`config.mk`:
```
export PLATFORM = sky130hd
export DESIGN_NAME = fm_burst_voice
export DESIGN_NICKNAME = d
export VERILOG_FILES = /design/src/hw/rtl/fmbv_pkg.sv /design/src/hw/rtl/fmbv_mul.sv /design/src/hw/rtl/fmbv_sine.sv /design/src/hw/rtl/fm_burst_voice.sv
export SDC_FILE = /design/constraint.sdc
export NUM_CORES = 2
export LEC_CHECK = 0
export ABC_CLOCK_PERIOD_IN_PS = 12800
export BUFFER_PORTS_ARGS = -buffer_cell sky130_fd_sc_hd__buf_2
export CAP_MARGIN = 20
export CORE_MARGIN = 2
export CORE_UTILIZATION = 60
export CTS_CLUSTER_DIAMETER = 40
export DETAILED_ROUTE_END_ITERATION = 8
export HOLD_SLACK_MARGIN = 0.08
export PLACE_DENSITY_LB_ADDON = 0.25
export SLEW_MARGIN = 10
export SYNTH_ARGS = -nofsm -noshare
export SYNTH_HDL_FRONTEND = slang
export SYNTH_HIERARCHICAL = 1
export SYNTH_SLANG_ARGS = --single-unit
```
`constraint.sdc`:
```
create_clock -name clock -period 12.8 [get_ports clock]
set_input_delay 1.92 -clock clock [delete_from_list [all_inputs] [get_ports clock]]
set_output_delay 1.92 -clock clock [all_outputs]
set_load 0.1 [all_outputs]
```
`src/hw/rtl/fmbv_pkg.sv`:
```
`timescale 1ns / 1ps
`default_nettype none
package fmbv_pkg;
   localparam logic [31:0] PHASE_QUARTER = 32'h4000_0000;
   localparam logic [23:0] ENV_ONE = 24'hFF_FFFF;

   typedef enum logic [2:0] {
      CSR_CARRIER_STEP = 3'd0,
      CSR_MOD_STEP     = 3'd1,
      CSR_MOD_DEPTH    = 3'd2,
      CSR_MOD_DECAY    = 3'd3,
      CSR_AMP_DECAY_A  = 3'd4,
      CSR_AMP_DECAY_B  = 3'd5,
      CSR_GAP_SAMPLES  = 3'd6,
      CSR_BURST_COUNT  = 3'd7
   } csr_index_type;

   // shared multiplier operation: signed a times unsigned b; the user selects bits of the product
   typedef struct packed {
      logic signed [32:0] a;
      logic [31:0]        b;
   } mul_req_type;
endpackage
`default_nettype wire

```
`src/hw/rtl/fmbv_mul.sv`:
```
`timescale 1ns / 1ps
`default_nettype none
module fmbv_mul (
   input  wire logic                clock,
   input  fmbv_pkg::mul_req_type    op,
   output logic signed [65:0]       prod_ff
);
   import fmbv_pkg::*;
   logic signed [65:0] prod_in;
   // registered 33 x 33 signed multiply (b zero extended)
   assign prod_in = op.a * $signed({1'b0, op.b});
   always_ff @(posedge clock) begin
      prod_ff <= prod_in;
   end
endmodule
`default_nettype wire

```
`src/hw/rtl/fmbv_sine.sv`:
```
`timescale 1ns / 1ps
`default_nettype none
module fmbv_sine #(
   parameter int ADDR_BITS = 10
) (
   input  wire logic               clock,
   input  wire logic [31:0]        phase,
   output logic signed [15:0]      sine_ff
);
   localparam int HALF = 1 << (ADDR_BITS - 1);
   logic [ADDR_BITS-1:0]     idx;
   logic                     neg;
   logic [ADDR_BITS-1:0]     mag;
   logic [2*ADDR_BITS-1:0]   prod;
   logic [2*ADDR_BITS+18:0]  shifted;
   logic [18:0]              val;
   logic [15:0]              clip;
   logic signed [15:0]       sine_in;

   assign idx  = phase[31 -: ADDR_BITS];
   assign neg  = idx[ADDR_BITS-1];
   assign mag  = neg ? ADDR_BITS'(2 * HALF - int'(idx)) : idx;
   assign prod = mag * (ADDR_BITS'(HALF) - mag);
   assign shifted = {prod, 19'd0};
   assign val  = shifted[2*ADDR_BITS+18 : 2*ADDR_BITS];
   assign clip = (val > 19'd32767) ? 16'd32767 : val[15:0];
   assign sine_in = neg ? -$signed(clip) : $signed(clip);
   always_ff @(posedge clock) begin
      sine_ff <= sine_in;
   end
endmodule
`default_nettype wire

```
`src/hw/rtl/fm_burst_voice.sv`:
```
`timescale 1ns / 1ps
`default_nettype none
// channel  | direction | ports
// request  | in        | req_valid, req_ready, req_retrigger
// result   | out       | rsp_valid, rsp_ready, rsp_sample_out, rsp_voice_active
// config   | in        | csr_valid, csr_ready, csr_index, csr_data
//
// a sounding request runs 12 sequencer steps: one shared 33x33 multiplier is used
// seven times (feedback, depth, offset, amplitude, high-pass, two envelopes) with a
// registered sine stage in between; its result is raised from the S_AENV step
// an idle request (no retrigger, voice silent) goes straight to S_DONE, which gives a zero result
// a new request is taken only in S_IDLE, never while the previous one is still in the sequencer
// reset is synchronous: state and configuration registers take their defaults, the voice is silent
// a result waits in the output register; no request is taken until it is delivered
module fm_burst_voice #(
   parameter int SINE_ADDR_BITS = 10,
   parameter int FEEDBACK_DEPTH = 10430,
   parameter int HPF_ALPHA      = 59415
) (
   input  wire logic        clock,
   input  wire logic        reset,
   input  wire logic        req_valid,
   output logic             req_ready,
   input  wire logic        req_retrigger,
   output logic             rsp_valid,
   input  wire logic        rsp_ready,
   output logic signed [15:0] rsp_sample_out,
   output logic             rsp_voice_active,
   input  wire logic        csr_valid,
   output logic             csr_ready,
   input  wire logic [2:0]  csr_index,
   input  wire logic [31:0] csr_data
);
   import fmbv_pkg::*;

   typedef enum logic [13:0] {
      S_IDLE  = 14'b00000000000001,
      S_FB    = 14'b00000000000010,
      S_MPH   = 14'b00000000000100,
      S_MSIN  = 14'b00000000001000,
      S_DEP   = 14'b00000000010000,
      S_OFF   = 14'b00000000100000,
      S_CSIN  = 14'b00000001000000,
      S_AMP   = 14'b00000010000000,
      S_SCL   = 14'b00000100000000,
      S_HP    = 14'b00001000000000,
      S_HPW   = 14'b00010000000000,
      S_MENV  = 14'b00100000000000,
      S_AENV  = 14'b01000000000000,
      S_DONE  = 14'b10000000000000
   } state_type;

   state_type state_ff, state_in;

   // configuration registers
   logic [31:0] carrier_step_ff, mod_step_ff;
   logic [19:0] mod_depth_ff;
   logic [23:0] mod_decay_ff, amp_decay_a_ff, amp_decay_b_ff;
   logic [15:0] gap_samples_ff;
   logic [6:0]  burst_count_ff;

   // voice state
   logic [31:0] mod_ph_ff, car_ph_ff;
   logic signed [15:0] last_mod_ff;
   logic [23:0] amp_env_ff, mod_env_ff;
   logic signed [15:0] hp_in_ff;
   logic signed [17:0] hp_out_ff;
   logic [7:0]  stage_ff;
   logic [15:0] gap_ff;
   logic        sounding_ff;

   // per-request scratch
   logic [19:0] depth_ff;         // envelope-scaled modulation depth
   logic        tone_neg_ff;      // sign of the carrier sine
   logic signed [15:0] x_ff;      // amplitude-scaled tone
   logic        hp_neg_ff;        // sign of the high-pass sum
   logic        rsp_valid_ff, rsp_valid_in;
   logic signed [15:0] sample_ff;

   mul_req_type mul_op;
   logic signed [65:0] prod;
   logic signed [15:0] sine;
   logic [31:0] sine_phase;
   logic        req_take;

   // magnitude helpers for truncation toward zero
   logic [15:0] tone_abs;
   logic [15:0] x_mag;
   logic signed [15:0] x_val;
   logic signed [18:0] hp_s;
   logic [18:0] hp_abs;
   logic [18:0] hp_mag;
   logic signed [17:0] hp_sat;
   logic signed [15:0] sample_sat;
   logic [7:0]  stage_next;
   logic [15:0] gap_next;
   logic [23:0] decay;

   fmbv_mul u_mul (.clock(clock), .op(mul_op), .prod_ff(prod));
   fmbv_sine #(.ADDR_BITS(SINE_ADDR_BITS)) u_sine (
      .clock(clock), .phase(sine_phase), .sine_ff(sine));

   assign req_ready = (state_ff == S_IDLE) && !rsp_valid_ff;
   assign req_take  = req_valid && req_ready;
   assign csr_ready = 1'b1;
   assign rsp_valid = rsp_valid_ff;
   assign rsp_sample_out = sample_ff;
   assign rsp_voice_active = sounding_ff;
   // modulator phase only while its sine is formed, carrier phase otherwise
   assign sine_phase = (state_ff == S_MSIN) ? mod_ph_ff : car_ph_ff;

   // carrier sine magnitude for the amplitude multiply
   assign tone_abs = sine[15] ? 16'(-sine) : 16'(sine);
   // tone times amp_env over 2^24, sign restored
   assign x_mag = prod[39:24];
   assign x_val = tone_neg_ff ? -$signed(x_mag) : $signed(x_mag);
   // high-pass sum and its magnitude
   assign hp_s   = 19'(hp_out_ff) + 19'(x_ff) - 19'(hp_in_ff);
   assign hp_abs = hp_s[18] ? 19'(-hp_s) : 19'(hp_s);
   assign hp_mag = prod[34:16];

   // high-pass output saturated to 18 bits
   always_comb begin
      if (hp_neg_ff)
         hp_sat = (hp_mag >= 19'd131072) ? 18'h2_0000 : -$signed(hp_mag[17:0]);
      else
         hp_sat = (hp_mag > 19'd131071) ? 18'h1_FFFF : $signed(hp_mag[17:0]);
   end

   assign sample_sat = (hp_sat > 18'sd32767) ? 16'h7FFF
                     : (hp_sat < -18'sd32768) ? 16'h8000 : hp_sat[15:0];
   assign decay = (stage_ff < {1'b0, burst_count_ff}) ? amp_decay_a_ff : amp_decay_b_ff;
   assign gap_next = gap_ff + 16'd1;
   assign stage_next = stage_ff + 8'd1;

   // shared multiplier operands, product is seen one step later
   always_comb begin
      mul_op.a = '0;
      mul_op.b = '0;
      unique case (state_ff)
         S_FB:   begin mul_op.a = 33'(last_mod_ff); mul_op.b = 32'(2 * FEEDBACK_DEPTH); end
         S_MPH:  begin mul_op.a = 33'(mod_depth_ff); mul_op.b = 32'(mod_env_ff); end
         S_DEP:  begin mul_op.a = 33'(sine); mul_op.b = {11'd0, depth_ff, 1'b0}; end
         S_AMP:  begin mul_op.a = 33'(tone_abs); mul_op.b = 32'(amp_env_ff); end
         S_HP:   begin mul_op.a = 33'(hp_abs); mul_op.b = 32'(HPF_ALPHA); end
         S_HPW:  begin mul_op.a = 33'(mod_env_ff); mul_op.b = 32'(mod_decay_ff); end
         S_MENV: begin mul_op.a = 33'(amp_env_ff); mul_op.b = 32'(decay); end
         default: ;
      endcase
   end

   always_comb begin
      state_in = state_ff;
      unique case (state_ff)
         S_IDLE: if (req_take)
                    state_in = (req_retrigger || sounding_ff) ? S_FB : S_DONE;
         S_FB:   state_in = S_MPH;
         S_MPH:  state_in = S_MSIN;
         S_MSIN: state_in = S_DEP;
         S_DEP:  state_in = S_OFF;
         S_OFF:  state_in = S_CSIN;
         S_CSIN: state_in = S_AMP;
         S_AMP:  state_in = S_SCL;
         S_SCL:  state_in = S_HP;
         S_HP:   state_in = S_HPW;
         S_HPW:  state_in = S_MENV;
         S_MENV: state_in = S_AENV;
         S_AENV: state_in = S_IDLE;
         S_DONE: state_in = S_IDLE;
         default: state_in = S_IDLE;
      endcase
   end

   // result raised at the last step, dropped once delivered
   always_comb begin
      if ((state_ff == S_AENV) || (state_ff == S_DONE))
         rsp_valid_in = 1'b1;
      else
         rsp_valid_in = rsp_valid_ff && !rsp_ready;
   end

   always_ff @(posedge clock) begin
      if (reset) begin
         state_ff <= S_IDLE;
         rsp_valid_ff <= 1'b0;
         sounding_ff <= 1'b0;
         sample_ff <= '0;
         carrier_step_ff <= 32'd21009906;
         mod_step_ff <= 32'd95444016;
         mod_depth_ff <= 20'd35787;
         mod_decay_ff <= 24'd16775160;
         amp_decay_a_ff <= 24'd16762019;
         amp_decay_b_ff <= 24'd16776051;
         gap_samples_ff <= 16'd1344;
         burst_count_ff <= 7'd2;
         mod_ph_ff <= PHASE_QUARTER;
         car_ph_ff <= PHASE_QUARTER;
         last_mod_ff <= '0;
         amp_env_ff <= ENV_ONE;
         mod_env_ff <= ENV_ONE;
         hp_in_ff <= '0;
         hp_out_ff <= '0;
         stage_ff <= '0;
         gap_ff <= '0;
      end else begin
         state_ff <= state_in;
         rsp_valid_ff <= rsp_valid_in;
         if (csr_valid && csr_ready) begin
            unique case (csr_index_type'(csr_index))
               CSR_CARRIER_STEP: carrier_step_ff <= csr_data;
               CSR_MOD_STEP:     mod_step_ff <= csr_data;
               CSR_MOD_DEPTH:    mod_depth_ff <= csr_data[19:0];
               CSR_MOD_DECAY:    mod_decay_ff <= csr_data[23:0];
               CSR_AMP_DECAY_A:  amp_decay_a_ff <= csr_data[23:0];
               CSR_AMP_DECAY_B:  amp_decay_b_ff <= csr_data[23:0];
               CSR_GAP_SAMPLES:  gap_samples_ff <= csr_data[15:0];
               CSR_BURST_COUNT:  burst_count_ff <= csr_data[6:0];
               default: ;
            endcase
         end
         case (state_ff)
            S_IDLE: begin
               // retrigger restarts the voice before this sample
               if (req_take && req_retrigger) begin
                  mod_ph_ff <= PHASE_QUARTER;
                  car_ph_ff <= PHASE_QUARTER;
                  last_mod_ff <= '0;
                  amp_env_ff <= ENV_ONE;
                  mod_env_ff <= ENV_ONE;
                  hp_in_ff <= '0;
                  hp_out_ff <= '0;
                  stage_ff <= '0;
                  gap_ff <= '0;
                  sounding_ff <= 1'b1;
               end
            end
            S_MPH:  mod_ph_ff <= mod_ph_ff + mod_step_ff + prod[31:0];
            S_MSIN: depth_ff <= prod[43:24];
            S_DEP:  last_mod_ff <= sine;
            S_OFF:  car_ph_ff <= car_ph_ff + carrier_step_ff + prod[31:0];
            S_AMP:  tone_neg_ff <= sine[15];
            S_SCL:  x_ff <= x_val;
            S_HP:   hp_neg_ff <= hp_s[18];
            S_HPW: begin
               hp_in_ff <= x_ff;
               hp_out_ff <= hp_sat;
               sample_ff <= sample_sat;
            end
            S_MENV: mod_env_ff <= prod[47:24];
            S_AENV: begin
               // stage boundary restarts both envelopes
               if (gap_next >= gap_samples_ff) begin
                  gap_ff <= '0;
                  stage_ff <= stage_next;
                  mod_env_ff <= ENV_ONE;
                  amp_env_ff <= ENV_ONE;
                  if ({1'b0, stage_next} >= 9'(burst_count_ff) + 9'd1)
                     sounding_ff <= 1'b0;
               end else begin
                  gap_ff <= gap_next;
                  amp_env_ff <= prod[47:24];
               end
            end
            // silent voice, no retrigger
            S_DONE: sample_ff <= '0;
            default: ;
         endcase
      end
   end

   a_ready_idle: assert property (@(posedge clock) disable iff (reset)
      req_ready |-> !rsp_valid) else $error("ready with pending result");
   a_done_rsp: assert property (@(posedge clock) disable iff (reset)
      ((state_ff == S_AENV) || (state_ff == S_DONE)) |=> rsp_valid)
      else $error("result not raised");
   a_onehot: assert property (@(posedge clock) disable iff (reset)
      $onehot(state_ff)) else $error("state not one-hot");
   a_silent: assert property (@(posedge clock) disable iff (reset)
      (state_ff == S_DONE) |=> (rsp_sample_out == 16'sd0 && !rsp_voice_active))
      else $error("idle voice not silent");
   a_rsp_hold: assert property (@(posedge clock) disable iff (reset)
      (rsp_valid && !rsp_ready) |=> (rsp_valid && $stable(rsp_sample_out)
                                     && $stable(rsp_voice_active)))
      else $error("result changed while waiting");
endmodule
`default_nettype wire
```
### Yosys cells after proc, flatten, opt, wreduce, memory -nomap -nowiden

Index checks and enable logic that the tools add are counted.

* register bits: 499
* word-level logic and storage cells: 156

* add/subtract/negate cells: 16
* multipliers: 2
* $lt $le $gt $ge: 8
* equality and inequality tests: 25
* muxes and demuxes: 41
* bitwise operators: 1
* reductions and logical operators: 36

Operators by type and width (number)
* one-hot mux 65 bit (7 select lines): 1
* one-hot mux 14 bit (12 select lines): 1
* adder 32 bit: 4
* 2-to-1 mux 16 bit: 8
* one-hot mux 16 bit (2 select lines): 4
* one-hot mux 32 bit (2 select lines): 2
* 2-to-1 mux 24 bit: 4
* 2-to-1 mux 18 bit: 4
* one-hot mux 24 bit (3 select lines): 1
* 2-to-1 mux 32 bit: 2
* multiplier 33 x 33 -> 48 bit: 1
* negator 16 bit: 3
* one-hot mux 24 bit (2 select lines): 1
* one-hot mux 18 bit (2 select lines): 1
* AND reduction 2 bit: 17
* 2-to-1 mux 14 bit: 2
* multiplier 10 x 20 -> 20 bit: 1
* adder 18 x 16 -> 19 bit: 1
* greater-or-equal comparator 19 x 18 -> 1 bit (second input constant): 1
* > comparator 19 x 15 -> 1 bit (second input constant): 1
* > comparator 19 x 17 -> 1 bit (second input constant): 1
* 2-to-1 mux 19 bit: 1
* negator 19 bit: 1
* subtractor 19 x 16 -> 19 bit: 1
* other kinds (44): 65

### Depth between registers and ports, before layout

* depth after elaboration: 10
* gate-level depth with buffers: 46

### Modules after synthesis

The synthesis kept the hierarchy.

Modules (own cells, without submodules)
* fmbv_mul: instances 1, cells each 4074, area an instance 38958.6 µm², seq. area each 1321.3 µm²
* fm_burst_voice: instances 1, cells each 3028, area an instance 25679.6 µm², seq. area each 9088.7 µm²
* fmbv_sine: instances 1, cells each 610, area an instance 4994.8 µm², seq. area each 320.3 µm²

### Worst setup path after synthesis

OpenSTA, ideal clock, no wires.

* kind: register -> register
* from: register hp_out_ff[4]
* to: register u_mul/prod_ff[61] (netlist name)
* data arrival time: 10464 ps
* required time: 12685 ps
* setup slack: 2221 ps
* stages on the path, launching flop included: 41
* path buffers: 3
* cell sequence: dfxtp_1 inv_1 fa_1 inv_1 ha_1 buf_2 a21oi_1 o221a_2 o2111a_1 or2_2 xnor2_1 nor4bb_1 a31oi_1 xnor2_1 o21ai_0 clkbuf_1 and2_1 fa_1 [... 5 more ...] fa_1 fa_1 fa_1 inv_1 fa_1 inv_1 ha_1 clkbuf_1 and2_1 nand3_1 nor3_1 a211oi_2 or4b_1 a211o_1 a211oi_4 o31ai_2 mux2i_1 a2111oi_0

RTL lines
* start: declaration: RTL line fm_burst_voice.sv:67 `logic signed [17:0] hp_out_ff;`
* start signal: assignment: RTL line fm_burst_voice.sv:246 `hp_out_ff <= hp_sat;`

### Worst setup path in the final report

* from: register state_ff[8]
* to: register u_sine.sine_ff[14]

* longest elaborated chain between the ends: 10

Ends and longest elaborated chain
* start: declaration: RTL line fm_burst_voice.sv:53 `state_type state_ff, state_in;`
* start signal: assignment: RTL line fm_burst_voice.sv:206 `state_ff <= state_in;`
* equality test 14 x 4 -> 1 bit *: RTL line fm_burst_voice.sv:110 `assign sine_phase = (state_ff == S_MSIN) ? mod_ph_ff : car_ph_ff;`
* 2-to-1 mux 32 bit *: RTL line fm_burst_voice.sv:110
* named net sine_phase[22]: RTL line fm_burst_voice.sv:83 `logic [31:0] sine_phase;`
* subtractor 1 x 10 -> 10 bit: RTL line fmbv_sine.sv:22 `assign mag = neg ? ADDR_BITS'(2 * HALF - int'(idx)) : idx;`
* 2-to-1 mux 10 bit *: RTL line fmbv_sine.sv:22
* subtractor 10 x 10 -> 11 bit: RTL line fmbv_sine.sv:23 `assign prod = mag * (ADDR_BITS'(HALF) - mag);`
* multiplier 10 x 20 -> 20 bit *: RTL line fmbv_sine.sv:23
* > comparator 19 x 15 -> 1 bit: RTL line fmbv_sine.sv:26 `assign clip = (val > 19'd32767) ? 16'd32767 : val[15:0];`
* 2-to-1 mux 16 bit *: RTL line fmbv_sine.sv:26
* negator 16 bit: RTL line fmbv_sine.sv:27 `assign sine_in = neg ? -$signed(clip) : $signed(clip);`
* 2-to-1 mux 16 bit *: RTL line fmbv_sine.sv:27
* named net u_sine.sine_in[14]: RTL line fmbv_sine.sv:18 `logic signed [15:0] sine_in;`
* end signal: assignment: RTL line fmbv_sine.sv:29 `sine_ff <= sine_in;`
* end: declaration: RTL line fmbv_sine.sv:8 `output logic signed [15:0] sine_ff`

Mark *: on every way through the listed nets, which the timed path passes. The rest lies on a longest branch.
A chain may end at the register's enable or synchronous reset.

==> impl_metrics.env <==
export IMPL_status="complete, no violations"
export IMPL_root_buffer="clkbuf_16"
export IMPL_syn_to_final_growth_pct=7.16
export IMPL_ir_worst_vdd_mv=0.0864
export IMPL_regToRegStartpoint="state_ff[8]"
export IMPL_min_period_ps=11720
export IMPL_finClkSkew_ps=30.1
export IMPL_io_pins=61
export IMPL_place_area_sq_um=62900
export IMPL_overflow=0
export IMPL_cts_buffers=80
export IMPL_synth_cell_area_sq_um=61300
export IMPL_vias_per_cell=5.96
export IMPL_grt_pass1_wl_microns=298000
export IMPL_powerDensity_nw_per_um2=62.1
export IMPL_num_nets_final=8216
export IMPL_antenna_found_initial=28
export IMPL_io_buffers=59
export IMPL_fp_dieH_microns=324
export IMPL_hold_path_depth=2
export IMPL_crit_required_ps=13320
export IMPL_clock_latency_ps=640
export IMPL_drv_cap=0
export IMPL_routed_wl_microns=193000
export IMPL_cts_sinks=499
export IMPL_min_from="rsp_sample_out[13]"
export IMPL_clk_path_buf_depth=3
export IMPL_critPathArrivalTime_ps=12240
export IMPL_fp_dieW_microns=324
export IMPL_startpoint_type="flip-flop"
export IMPL_endpoint_kind="flip-flop"
export IMPL_ant_nets=0
export IMPL_critPathMostFrequentCell="fa_1"
export IMPL_post_cts_resize_count=0
export IMPL_postLayoutCellArea_sq_um=65700
export IMPL_drc=0
export IMPL_cts_tree="yes"
export IMPL_hold_violations=0
export IMPL_critical_path_slowest_cell="and4b_1"
export IMPL_cp_max_fo=16
export IMPL_vias=49235
export IMPL_coreArea_sq_um=102000
export IMPL_setup_viol=0
export IMPL_avgSynthCellArea_sq_um=8.85
export IMPL_path_clk_slew_ps=50
export IMPL_period_share=0.916
export IMPL_fin_tns_setup_ps=0
export IMPL_r2r_slack_ps=1080
export IMPL_holdCritPathClass="reg2reg"
export IMPL_ys_warn_count=6
export IMPL_relSlewSlack=0.200
export IMPL_grt_max_degree=114
export IMPL_dr_pass1_iters=7
export IMPL_synthCells=6932
export IMPL_rows=117
export IMPL_cts_max_level=3
export IMPL_leakage_uw=0.0318
export IMPL_wl_per_cell_microns=23.3
export IMPL_grt_pass1_vias=50237
export IMPL_drt_initial_drc_count=5042
export IMPL_initial_core_util=0.604
export IMPL_rr_worst_depth=40
export IMPL_worstHoldEndpoint="rsp_sample_out[13]"
export IMPL_gp_congestion=0.982
export IMPL_die_area_sq_um=105000
export IMPL_grt_util_all_layers=0.377
export IMPL_max_stage_delay_ps=580
export IMPL_drive_gt1_frac=0.0631
export IMPL_crit_family="simple AND/OR/NAND/NOR gates"
export IMPL_drv_slew=0
export IMPL_cp_buffers_inverters=6
export IMPL_fin_util=0.647
export IMPL_dpl_hpwl_microns=142000
export IMPL_max_freq_mhz=85.3
export IMPL_total_power_uw=4080
export IMPL_worstReg2RegEnd="u_sine/sine_ff[14]"
export IMPL_tightest_slew_ps=1190
export IMPL_rsz0062_at_grt="no"
export IMPL_ctsHoldBuffers=0
export IMPL_critPathKind="reg2reg"
export IMPL_cts_setup_buffers=0
## power breakdown
group | switching, uW | internal [uW] | total (uW)
registers | 17.1 | 1590 | 1610
clock network | 868 | 1330 | 2200
logic | 207 | 68.5 | 275
total | 1090 | 2990 | 4080
## area by class of cell
class / count / area [sq um]
Antenna cell: 17 / 42.5
Clock buffer: 103 / 2280
Clock inverter: 46 / 455
Fill cell: 8502 / 35900
Inverter: 1113 / 4180
Multi-Input combinational cell: 4953 / 45600
Sequential cell: 499 / 10400
Tap cell: 1368 / 1710
Timing Repair Buffer: 166 / 1110
## flip-flops by register name (all words and copies together) (netlist names), 18 cells and up
register and count:
u_mul/prod_ff 48, car_ph_ff 32, carrier_step_ff 32, mod_ph_ff 32, mod_step_ff 32, amp_decay_a_ff 24
amp_decay_b_ff 24, amp_env_ff 24, mod_decay_ff 24, mod_env_ff 24, depth_ff 20, mod_depth_ff 20
hp_out_ff 18
## through the flow
stage	worst slack [ps]	std cells	hold slack (ps)
final	1080	8265	454
after floorplan	2530	6973	406
after CTS	1020	8245	455
after detailed placement	1060	8096	448
after global placement	1450	8095	442
after global routing	357	8256	469
## cells in the final DEF, fill, tap and decap left out, types with 59 or more instances in the layout
cell and instances:
inv_1 1110, fa_1 1017, nand2_1 861, and2_1 671, dfxtp_1 461, ha_1 345
a21oi_1 328, nor2_1 235, nand3_1 134, o21ai_0 121, xnor2_1 118, buf_4 104
nand3b_1 85, clkbuf_16 85, xor2_1 72, nand2b_1 63, a22oi_1 60, buf_2 59
## worst reg2reg max path, delay by kind of cell, from the launching register on
kind / cells / cell delay (ps)
compound gates: 3 / 600
xor+xnor: 1 / 370
buf+inv: 6 / 1120
mux: 1 / 350
simple gates: 20 / 5100
flops: 1 / 380
fa+ha+maj: 9 / 3700
## layer usage
metal  wire length, microns  vias up  GRT usage
met5                     53        -    0.00139
met4                  12500        8      0.221
met3                  21900      619     0.0993
met2                  84900     2593      0.571
met1                  73200    24398      0.490
li1                       -    21617          -
## worst max path at each step
stage	slack, ps	cells after the start	from	to
global placement	1450	38	state_ff[8]	u_sine/sine_ff[14]
detailed placement	1060	38	state_ff[8]	u_sine/sine_ff[14]
global route	360	40	state_ff[8]	u_sine/sine_ff[14]
floorplan	2530	43	state_ff[7]	u_sine/sine_ff[14]
finish	1080	40	state_ff[8]	u_sine/sine_ff[14]
CTS	1020	39	state_ff[8]	u_sine/sine_ff[14]
(Power assumes the default switching activity.)
